--- config.mk ---
export PLATFORM = sky130hd
export DESIGN_NAME = lock_actuator_test_sequencer
export DESIGN_NICKNAME = d
export VERILOG_FILES = /design/src/hw/rtl/lats_pkg.sv /design/src/hw/rtl/lats_cfg.sv /design/src/hw/rtl/lock_actuator_test_sequencer.sv
export SDC_FILE = /design/constraint.sdc
export NUM_CORES = 1
export LEC_CHECK = 0
export ABC_AREA = 1
export BUFFER_PORTS_ARGS = -buffer_cell sky130_fd_sc_hd__buf_4
export CAP_MARGIN = 30
export CELL_PAD_IN_SITES_DETAIL_PLACEMENT = 0
export CELL_PAD_IN_SITES_GLOBAL_PLACEMENT = 1
export CORE_MARGIN = 8
export CORE_UTILIZATION = 45
export DETAILED_ROUTE_END_ITERATION = 10
export PLACE_DENSITY_LB_ADDON = 0.2
export RECOVER_POWER = 25
export SETUP_SLACK_MARGIN = 0.05
export SLEW_MARGIN = 10
export SYNTH_ARGS = -nofsm -noshare
export SYNTH_HDL_FRONTEND = slang
export SYNTH_HIERARCHICAL = 1
export SYNTH_SLANG_ARGS = --single-unit
export TNS_END_PERCENT = 5
--- constraint.sdc ---
create_clock -name clk -period 3.14 [get_ports clk]
set_input_delay 0.628 -clock clk [delete_from_list [all_inputs] [get_ports clk]]
set_output_delay 0.628 -clock clk [all_outputs]
set_load 0.05 [all_outputs]
--- src/hw/rtl/lats_pkg.sv ---
`timescale 1ns / 1ps

package lats_pkg;

	localparam int unsigned CfgIdxW = 3;

	typedef enum logic [CfgIdxW-1:0] {
		REG_TIMEOUT_POLLS   = 3'd0,
		REG_POLL_MS         = 3'd1,
		REG_RESULT_HOLD_MS  = 3'd2,
		REG_SUMMARY_HOLD_MS = 3'd3,
		REG_CENTER_PULSE_MS = 3'd4,
		REG_SETTLE_MS       = 3'd5,
		REG_ABSENT_HOLD_MS  = 3'd6
	} reg_idx_t;

	typedef struct packed {
		logic [7:0]  timeout_polls;
		logic [7:0]  poll_ms;
		logic [15:0] result_hold_ms;
		logic [15:0] summary_hold_ms;
		logic [15:0] center_pulse_ms;
		logic [15:0] settle_ms;
		logic [15:0] absent_hold_ms;
	} cfg_t;

	localparam logic [1:0] DRV_STOP = 2'd0;
	localparam logic [1:0] DRV_FWD  = 2'd1;
	localparam logic [1:0] DRV_REV  = 2'd2;

	localparam logic [3:0] MSG_LOCK_OK     = 4'd0;
	localparam logic [3:0] MSG_UNLOCK_OK   = 4'd2;
	localparam logic [3:0] MSG_SUMMARY     = 4'd4;
	localparam logic [3:0] MSG_NO_HELMET   = 4'd8;
	localparam logic [3:0] MSG_NONE        = 4'd0;

	localparam logic [1:0] OUT_LOCK_OK   = 2'b01;
	localparam logic [1:0] OUT_UNLOCK_OK = 2'b10;

endpackage

--- src/hw/rtl/lats_cfg.sv ---
`timescale 1ns / 1ps

module lats_cfg import lats_pkg::*; (
	input  logic               clk,
	input  logic               arst_n,
	input  logic               cfg_valid,
	output logic               cfg_ready,
	input  logic [CfgIdxW-1:0] cfg_index,
	input  logic [15:0]        cfg_data,
	output cfg_t               cfg
);

	cfg_t cfg_q;

	assign cfg_ready = 1'b1;
	assign cfg       = cfg_q;

	always_ff @(posedge clk or negedge arst_n) begin
		if (!arst_n) begin
			cfg_q.timeout_polls   <= 8'd200;
			cfg_q.poll_ms         <= 8'd5;
			cfg_q.result_hold_ms  <= 16'd3000;
			cfg_q.summary_hold_ms <= 16'd4000;
			cfg_q.center_pulse_ms <= 16'd50;
			cfg_q.settle_ms       <= 16'd1000;
			cfg_q.absent_hold_ms  <= 16'd3000;
		end else if (cfg_valid && cfg_ready) begin
			case (reg_idx_t'(cfg_index))
				REG_TIMEOUT_POLLS:   cfg_q.timeout_polls   <= cfg_data[7:0];
				REG_POLL_MS:         cfg_q.poll_ms         <= cfg_data[7:0];
				REG_RESULT_HOLD_MS:  cfg_q.result_hold_ms  <= cfg_data;
				REG_SUMMARY_HOLD_MS: cfg_q.summary_hold_ms <= cfg_data;
				REG_CENTER_PULSE_MS: cfg_q.center_pulse_ms <= cfg_data;
				REG_SETTLE_MS:       cfg_q.settle_ms       <= cfg_data;
				REG_ABSENT_HOLD_MS:  cfg_q.absent_hold_ms  <= cfg_data;
				default: ;
			endcase
		end
	end

endmodule

--- src/hw/rtl/lock_actuator_test_sequencer.sv ---
`timescale 1ns / 1ps

// Helmet lock actuator test sequencer. Each request is one 1 ms tick carrying
// the active-low reed, lock-limit and unlock-limit switch levels; each request
// yields exactly one result (motor drive, optional voice message code). A
// request is taken every cycle unless a held result is stalled: state and the
// result register update in the same cycle, and the result register frees
// itself when downstream takes its content, so throughput is one tick per clock
// unless stalled. A result appears in the cycle after its request is taken.
// Config writes are always accepted and take effect at the register's next use.

module lock_actuator_test_sequencer import lats_pkg::*; (
	input  logic               clk,
	input  logic               arst_n,
	input  logic               item_valid,
	output logic               item_stall,
	input  logic               reed_level,
	input  logic               lock_level,
	input  logic               unlock_level,
	output logic               result_valid,
	input  logic               result_stall,
	output logic [1:0]         motor_drive,
	output logic               message_valid,
	output logic [3:0]         message_code,
	input  logic               cfg_valid,
	output logic               cfg_ready,
	input  logic [CfgIdxW-1:0] cfg_index,
	input  logic [15:0]        cfg_data
);

	typedef enum logic [3:0] {
		PH_IDLE         = 4'd0,
		PH_LOCK_POLL    = 4'd1,
		PH_LOCK_FAIL    = 4'd2,
		PH_UNLOCK_START = 4'd3,
		PH_UNLOCK_POLL  = 4'd4,
		PH_UNLOCK_FAIL  = 4'd5,
		PH_SUMMARY      = 4'd6,
		PH_CENTER       = 4'd7,
		PH_SETTLE       = 4'd8
	} phase_t;

	cfg_t cfg;

	phase_t      phase_q, phase_d;
	logic [15:0] wait_q, wait_d;
	logic [7:0]  poll_q, poll_d;
	logic [1:0]  outcome_q, outcome_d;
	logic [1:0]  drive_q, drive_d;
	logic        msg_v;
	logic [3:0]  msg_c;

	logic        out_valid_q;
	logic [1:0]  out_drive_q;
	logic        out_msg_v_q;
	logic [3:0]  out_msg_c_q;

	logic        accept;

	// shared poll step
	logic        poll_lock;
	logic        poll_level;
	logic [7:0]  poll_cur;
	logic [7:0]  poll_inc;
	logic [3:0]  ok_code;
	logic [1:0]  ok_bit;
	phase_t      poll_ph, fail_ph, next_ph;

	lats_cfg u_cfg (
		.clk       (clk),
		.arst_n    (arst_n),
		.cfg_valid (cfg_valid),
		.cfg_ready (cfg_ready),
		.cfg_index (cfg_index),
		.cfg_data  (cfg_data),
		.cfg       (cfg)
	);

	assign item_stall = out_valid_q && result_stall;
	assign accept     = item_valid && !item_stall;

	function automatic logic [15:0] wait_load(input logic [15:0] d);
		wait_load = (d == 16'd0) ? 16'd0 : d - 16'd1;
	endfunction

	always_comb begin
		poll_lock  = (phase_q == PH_IDLE) || (phase_q == PH_LOCK_POLL);
		poll_level = poll_lock ? lock_level : unlock_level;
		poll_cur   = ((phase_q == PH_IDLE) || (phase_q == PH_UNLOCK_START)) ? 8'd0 : poll_q;
		poll_inc   = poll_cur + 8'd1;
		ok_code    = poll_lock ? MSG_LOCK_OK : MSG_UNLOCK_OK;
		ok_bit     = poll_lock ? OUT_LOCK_OK : OUT_UNLOCK_OK;
		poll_ph    = poll_lock ? PH_LOCK_POLL : PH_UNLOCK_POLL;
		fail_ph    = poll_lock ? PH_LOCK_FAIL : PH_UNLOCK_FAIL;
		next_ph    = poll_lock ? PH_UNLOCK_START : PH_SUMMARY;

		phase_d   = phase_q;
		wait_d    = wait_q;
		poll_d    = poll_q;
		outcome_d = outcome_q;
		drive_d   = drive_q;
		msg_v     = 1'b0;
		msg_c     = MSG_NONE;

		if (wait_q != 16'd0) begin
			wait_d = wait_q - 16'd1;
		end else begin
			case (phase_q)
				PH_IDLE, PH_LOCK_POLL, PH_UNLOCK_START, PH_UNLOCK_POLL: begin
					if (phase_q == PH_IDLE && reed_level) begin
						drive_d = DRV_STOP;
						msg_v   = 1'b1;
						msg_c   = MSG_NO_HELMET;
						wait_d  = wait_load(cfg.absent_hold_ms);
						phase_d = PH_IDLE;
					end else begin
						if (phase_q == PH_IDLE) begin
							drive_d = DRV_FWD;
						end else if (phase_q == PH_UNLOCK_START) begin
							drive_d = DRV_REV;
						end
						poll_d = poll_cur;
						if (poll_cur >= cfg.timeout_polls) begin
							drive_d = DRV_STOP;
							msg_v   = 1'b1;
							msg_c   = ok_code + 4'd1;
							wait_d  = wait_load(cfg.result_hold_ms);
							phase_d = next_ph;
						end else if (!poll_level) begin
							outcome_d = outcome_q | ok_bit;
							drive_d   = DRV_STOP;
							msg_v     = 1'b1;
							msg_c     = ok_code;
							wait_d    = wait_load(cfg.result_hold_ms);
							phase_d   = next_ph;
						end else begin
							poll_d  = poll_inc;
							wait_d  = wait_load({8'd0, cfg.poll_ms});
							phase_d = (poll_inc >= cfg.timeout_polls) ? fail_ph : poll_ph;
						end
					end
				end
				PH_LOCK_FAIL, PH_UNLOCK_FAIL: begin
					drive_d = DRV_STOP;
					msg_v   = 1'b1;
					msg_c   = (phase_q == PH_LOCK_FAIL) ? MSG_LOCK_OK + 4'd1
					                                    : MSG_UNLOCK_OK + 4'd1;
					wait_d  = wait_load(cfg.result_hold_ms);
					phase_d = (phase_q == PH_LOCK_FAIL) ? PH_UNLOCK_START : PH_SUMMARY;
				end
				PH_SUMMARY: begin
					drive_d   = DRV_STOP;
					msg_v     = 1'b1;
					msg_c     = MSG_SUMMARY + {2'd0, outcome_q};
					outcome_d = 2'd0;
					wait_d    = wait_load(cfg.summary_hold_ms);
					phase_d   = PH_CENTER;
				end
				PH_CENTER: begin
					drive_d = DRV_FWD;
					wait_d  = wait_load(cfg.center_pulse_ms);
					phase_d = PH_SETTLE;
				end
				PH_SETTLE: begin
					drive_d = DRV_STOP;
					wait_d  = wait_load(cfg.settle_ms);
					phase_d = PH_IDLE;
				end
				default: begin
					drive_d = DRV_STOP;
					phase_d = PH_IDLE;
				end
			endcase
		end
	end

	always_ff @(posedge clk or negedge arst_n) begin
		if (!arst_n) begin
			phase_q     <= PH_IDLE;
			wait_q      <= 16'd0;
			poll_q      <= 8'd0;
			outcome_q   <= 2'd0;
			drive_q     <= DRV_STOP;
			out_valid_q <= 1'b0;
		end else begin
			if (accept) begin
				phase_q     <= phase_d;
				wait_q      <= wait_d;
				poll_q      <= poll_d;
				outcome_q   <= outcome_d;
				drive_q     <= drive_d;
				out_valid_q <= 1'b1;
			end else if (!result_stall) begin
				out_valid_q <= 1'b0;
			end
		end
	end

	always_ff @(posedge clk) begin
		if (accept) begin
			out_drive_q <= drive_d;
			out_msg_v_q <= msg_v;
			out_msg_c_q <= msg_c;
		end
	end

	assign result_valid  = out_valid_q;
	assign motor_drive   = out_drive_q;
	assign message_valid = out_msg_v_q;
	assign message_code  = out_msg_c_q;

endmodule
# Word level (Yosys, flattened, before mapping)
# Cells that the tools add are included.
# W data, S select, Z words.
# word_totals
regBits,136
latch_bits,0
ram_bits,0
rom_bits,0
in_bits,27
word_cells,128
memories,0
# op_classes
addsub,10
mul,0
div_mod_pow,0
order_cmp,2
eq_ne,18
shifts,0
muxes,48
n_bitwise,3
n_reduce_logical,31
# op_table
cell,count
$mux W16,10
$sub A16 B1 Y16 const B,6
$logic_not A16 Y1,5
$pmux W16 S5,1
$mux W3,9
$mux W2,13
$mux W8,3
$reduce_and A2 Y1,9
$eq A4 B3 Y1 const B,4
$ge A8 B8 Y1,2
$pmux W4 S4,1
$reduce_bool A16 Y1,1
$pmux W4 S3,1
$eq A3 B3 Y1 const B,3
$sub A8 B1 Y9 const B,1
$add A8 B1 Y8 const B,1
$eq A4 B2 Y1 const B,2
$logic_not A8 Y1,1
$pmux W2 S2,2
$eq A3 B2 Y1 const B,2
$mux W1,6
$ne A2 B2 Y1 const B,3
$reduce_and A6 Y1,1
$reduce_bool A6 Y1,1
20 further kinds,24

# Longest topological paths before layout
# depth
depth_word,10
depth_mapped,20
mapped_depth_nobuf,20

# Cells and area by module
# Netlist, hierarchy kept.
# modules_own_cells
module,n_inst,cells_each,area_per_inst_um2,seq_area_each_um2
lock_actuator_test_sequencer,1,1101,6155.9,1036.0
lats_cfg,1,426,3862.5,2444.8

# Worst setup path before layout
# No wires, ideal clock.
# synth_timing
kind,reg2reg
from,reg phase_q[0]
to,reg phase_q[0]
arrival_ns,2.682
path_slack_ns,0.322
path_stages_with_launch,19
path_buffers,0
synth_period_minus_slack_ns,2.818
cell_sequence,dfrtp_1 -> nor2_2 -> nand2_4 -> nand2_4 -> nor2_1 -> ha_1 -> a31o_2 -> nand2_1 -> inv_1 -> ha_1 -> nand2_1 -> nor2_1 -> nand4_1 -> o2111ai_1 -> ha_1 -> o211ai_1 -> nand2_1 -> nand3_1 -> o21ai_0
# synth_via
elab_chain_len,10
elab_cells_between_ends,27
classes_between,add/sub (1); order compare (2); eq/ne (7); mux (11); reduce/logical (6)
# synth_rtl
element,line_no,text
start: declaration,lock_actuator_test_sequencer.sv:45,"phase_t phase_q, phase_d;"
start signal: assignment,lock_actuator_test_sequencer.sv:187,phase_q <= phase_d;
$eq A4 B2 Y1 / $logic_not A4 Y1 (equally long branches),"lock_actuator_test_sequencer.sv:89, lock_actuator_test_sequencer.sv:108, lock_actuator_test_sequencer.sv:87",
$logic_or A1 B1 Y1,lock_actuator_test_sequencer.sv:89,poll_cur = ((phase_q == PH_IDLE) || (phase_q == PH_UNLOCK_START)) ? 8'd0 : poll_q;
$mux W8,lock_actuator_test_sequencer.sv:89,
$add A8 B1 Y8,lock_actuator_test_sequencer.sv:90,poll_inc = poll_cur + 8'd1;
$ge A8 B8 Y1,lock_actuator_test_sequencer.sv:139,phase_d = (poll_inc >= cfg.timeout_polls) ? fail_ph : poll_ph;
$mux W3,lock_actuator_test_sequencer.sv:139,
$mux W3,lock_actuator_test_sequencer.sv:129,end else if (!poll_level) begin
$mux W3,lock_actuator_test_sequencer.sv:123,if (poll_cur >= cfg.timeout_polls) begin
$mux W3,lock_actuator_test_sequencer.sv:110,if (phase_q == PH_IDLE && reed_level) begin
$pmux W4 S4 (*),lock_actuator_test_sequencer.sv:108,case (phase_q)
# Mark *: on every way between the ends. The rest lies on a longest branch, timed or not.
# A chain may end at the register's enable or synchronous reset.

# Worst setup path in the final report
# layout_timing
from,reg phase_q[3]
to,reg phase_q[0]
# The elaborated chain is that of the path after synthesis.

==> run_results.csv <==
group,metric,value,unit
clocking,clk_transition_reported_paths,0.06,ns
critical_path,reg_to_reg_endpoint,"phase_q[0]$_DFFE_PN0P_",
cells_and_area,num-nets-final,1633,
timing,final-hold-violation-count,0,
critical_path,setup.worst_path.start_class,"flip-flop",
timing,achievable-frequency,340.7,MHz
clocking,clock_tree.root_cell,"sky130_fd_sc_hd__clkbuf_16",
clocking,htree_levels,4,
global_route,grt_pass1_vias,9413,
cells_and_area,syn_to_final_growth,13.05,%
floorplan,floorplan.core_area,0.02182,sq mm
synthesis,synth_adder_area_share,0.03622,
cells_and_area,final_cell_utilization_of_the_core,0.5190,
clocking,clock_sinks,136,
critical_path,worstRegToRegCells,19,
route,avgRoutedWirePerCell,17.67,um
clocking,worst_skew_pair.late_latency,0.43,ns
min_path,hold_path.class,"in2reg",
placed_design,gp_congestion,0.9721,
timing,setup_viol_count_final,0,
run_status,failed_checks,"max-capacitance violations, max-slew violations",
floorplan,boundaryPins,37,
critical_path,worst_r2r_setup_slack,0.20,ns
synthesis,synth_enable_flop_cells,7,
route,vias_per_cell,5.266,
synthesis,dominant_combinational_cell_family_by_area_after_synthesis,"simple AND/OR/NAND/NOR gates",
critical_path,worstPathCellList,"nor2_4 > nand3_4 > nand2_8 > nor2_4 > ha_4 > buf_4 > a31o_4 > nand2_2 > inv_2 > ha_4 > nand2_1 > nor2_2 > nand4_1 > o2111ai_2 > ha_1 > o211ai_1 > nand2_1 > nand3_1 > o21ai_1",
timing,setup_total_neg_slack,0,ns
global_route,grt-ovfl-total,0,
clocking,cts_max_path_buffers,2,
global_route,largest_net_degree_at_the_start_of_global_routing,68,
min_path,min_delay_endpoint,"result_valid$_DFFE_PN0P_",
pwr,leakage,5.705,nW
synthesis,synth.area.mux_share,0.0009991,
critical_path,worstSetupPathType,"reg2reg",
floorplan,die_area,0.02729,sq mm
placed_design,dp_cells,1826,
clocking,tritoncts.num_buffers,17,
synthesis,count_of_state_elements_after_synthesis,136,
synthesis,ys_dominant_reg_cell,"sky130_fd_sc_hd__dfrtp_1",
global_route,grt_usage,0.2481,
timing,fin_worst_skew,0.01686,ns
synthesis,postSynthCellCount,1527,
cells_and_area,finalNonFillerCells,1870,
synthesis,synth_compound_area_frac,0.06669,
route,drc_errors,0,
synthesis,synth_fp_nets,1583,
synthesis,synth.yosys.warnings,6,
floorplan,floorplan.rows,54,
cells_and_area,n_antenna_cell,0,
pwr,p_per_cell_area,619.1,mW/mm^2
placed_design,detailed_place_hpwl,24.74,mm
clocking,tritoncts_clock_tree,"yes",
route,detail_route.wirelength,33.04,mm
timing,finalWorstPathRequiredPeriod,2.935,ns
synthesis,synth.lib_cells_used.distinct,46,
timing,worst_slew_pin_slew,1.690,ns
synthesis,async_reset_ff_frac,0.9485,
synthesis,ys_seq_area_frac,0.3474,
global_route,wire_length_of_the_first_global_routing_pass,51.85,mm
route,vias,9847,
critical_path,r2r_start,"phase_q[3]$_DFFE_PN0P_",
critical_path,worst_ep_arrival_time,3.22,ns
synthesis,synth-simple-area-share,0.4379,
critical_path,worst_path_largest_cell_delay,0.43,ns
critical_path,critical_path_peak_fanout,5,
cells_and_area,drive_gt1_frac,0.1352,
timing,final_max_slew_viol_count,68,
timing,slew_headroom,-0.1267,
synthesis,synth_xor_xnor_area_share,0.02972,
run_status,status,"finished with violations",
critical_path,crit_required,3.43,ns
floorplan,die_w,165.2,um
timing,layout_worst_path_cycle_share,0.9347,
min_path,worstHoldPathCells,3,
synthesis,synth.cell_area,0.01002,sq mm
critical_path,slowest_stage,"sky130_fd_sc_hd__dfrtp_2",
route,route.antenna.remaining_nets,0,
floorplan,die_h,165.2,um
floorplan,initial_utilization,0.4591,
synthesis,average_cell_area_after_synthesis,6.561,sq um
timing,rsz0062_at_grt,"false",
global_route,antenna_found_initial,0,
route,detail_route.iter0.violations,884,
pwr,vdd_ir_drop_max,0.0003103,V
placed_design,count_of_buffers_from_port_buffering,35,
critical_path,timing.critical_path.to_type,"flip-flop",
route,detailedRoute.firstPassIterationCount,5,
flow_run,maxCapViolCount,1,
min_path,worst_hold_startpoint,"item_valid",
Yosys cell counts, types with 12 or more instances:
cell	number	share of area
sky130_fd_sc_hd__xor2_1	22	0.019
sky130_fd_sc_hd__nand4_1	20	0.012
sky130_fd_sc_hd__ha_1	29	0.036
sky130_fd_sc_hd__nor2_4	13	0.015
sky130_fd_sc_hd__dfstp_2	34	0.089
sky130_fd_sc_hd__o21ai_0	41	0.020
sky130_fd_sc_hd__xnor2_1	12	0.010
sky130_fd_sc_hd__nor2_1	227	0.085
sky130_fd_sc_hd__a21oi_1	53	0.026
sky130_fd_sc_hd__inv_1	139	0.052
sky130_fd_sc_hd__nor2_2	12	0.0075
sky130_fd_sc_hd__dfrtp_1	95	0.24
sky130_fd_sc_hd__buf_2	14	0.0070
sky130_fd_sc_hd__nand2_1	538	0.20
sky130_fd_sc_hd__nand3_1	164	0.082
sky130_fd_sc_hd__inv_2	15	0.0056
per-layer routing:
layer	wire length [um]	GRT usage
met2	14980	0.3963
met5	0	0
met1	15700	0.3464
met4	468	0.05364
met3	1888	0.04115
metrics by stage:
stage	power (mW)	hold slack, ns	cell area, sq um	setup slack [ns]
finish	7.011	0.4239	11330	0.2050
CTS	6.965	0.2146	11150	0.09707
global route	7.483	0.4394	11330	0.02103
detailed placement	4.871	0.4545	10550	0.1021
floorplan	4.154	0.3324	10020	0.3225
global placement	4.842	0.4524	10550	0.1835
state kept, by name, summed over array words and instances (netlist names):
signal,flops
wait_q,16
outcome_q,2
result_valid,1
phase_q,4
message_valid,1
u_cfg/cfg,96
drive_q,2
motor_drive,2
poll_q,8
message_code,4
cells by family (layout without fill, tap and decap cells):
group	after synthesis	in the layout
simple gates	1017	1017
buf+inv	187	250
fa+ha+maj	29	29
mux	1	1
other cells	1	1
xor+xnor	34	34
compound gates	122	122
flops	136	136
critical path, delay by kind of cell (launching register included):
kind | cells | cell delay [ns]
buf+inv | 2 | 0.17
simple gates | 10 | 1.02
flops | 1 | 0.43
fa+ha+maj | 3 | 0.65
compound gates | 4 | 0.53
what timing repair did:
| action | CTS | global route |
|---|---|---|
| setup buffers | 0 | 12 |
| hold buffers | 0 | 0 |
| resized for setup | 0 | 22 |
| endpoints found under the setup margin | 0 | 5 |
cell type report:
type / count / area (sq um)
Clock buffer: 18 / 439.2
Clock inverter: 14 / 160.2
Fill cell: 2298 / 10500
Inverter: 157 / 591.8
Multi-Input combinational cell: 1204 / 5834
Sequential cell: 136 / 3485
Tap cell: 280 / 350.3
Timing Repair Buffer: 61 / 465.4
where the power goes:
| part | switching (mW) | internal [mW] | total (mW) |
|---|---|---|---|
| sequential | 0.397 | 2.15 | 2.55 |
| combinational | 1.56 | 0.824 | 2.38 |
| clock | 0.865 | 1.21 | 2.08 |
worst max path at each step:
stage	from	end	slack (ns)	depth (start not counted)
floorplan	phase_q[0]$_DFFE_PN0P_	phase_q[0]$_DFFE_PN0P_	0.32	18
global placement	phase_q[2]$_DFFE_PN0P_	phase_q[0]$_DFFE_PN0P_	0.18	19
detailed placement	phase_q[2]$_DFFE_PN0P_	phase_q[0]$_DFFE_PN0P_	0.10	19
CTS	phase_q[2]$_DFFE_PN0P_	phase_q[0]$_DFFE_PN0P_	0.1	19
global route	phase_q[3]$_DFFE_PN0P_	phase_q[0]$_DFFE_PN0P_	0.02	19
finish	phase_q[3]$_DFFE_PN0P_	phase_q[0]$_DFFE_PN0P_	0.20	19
placed cells by master, fill, tap and decap left out, types with 17 or more instances in the layout:
cell type                   instances
sky130_fd_sc_hd__a21oi_1           52
sky130_fd_sc_hd__buf_4             58
sky130_fd_sc_hd__clkbuf_16         17
sky130_fd_sc_hd__dfrtp_1           92
sky130_fd_sc_hd__dfstp_2           34
sky130_fd_sc_hd__ha_1              25
sky130_fd_sc_hd__inv_1            137
sky130_fd_sc_hd__inv_2             17
sky130_fd_sc_hd__nand2_1          536
sky130_fd_sc_hd__nand3_1          164
sky130_fd_sc_hd__nand4_1           20
sky130_fd_sc_hd__nor2_1           225
sky130_fd_sc_hd__o21ai_0           40
sky130_fd_sc_hd__xor2_1            22
No activity file was read; power rests on OpenSTA's default activity.
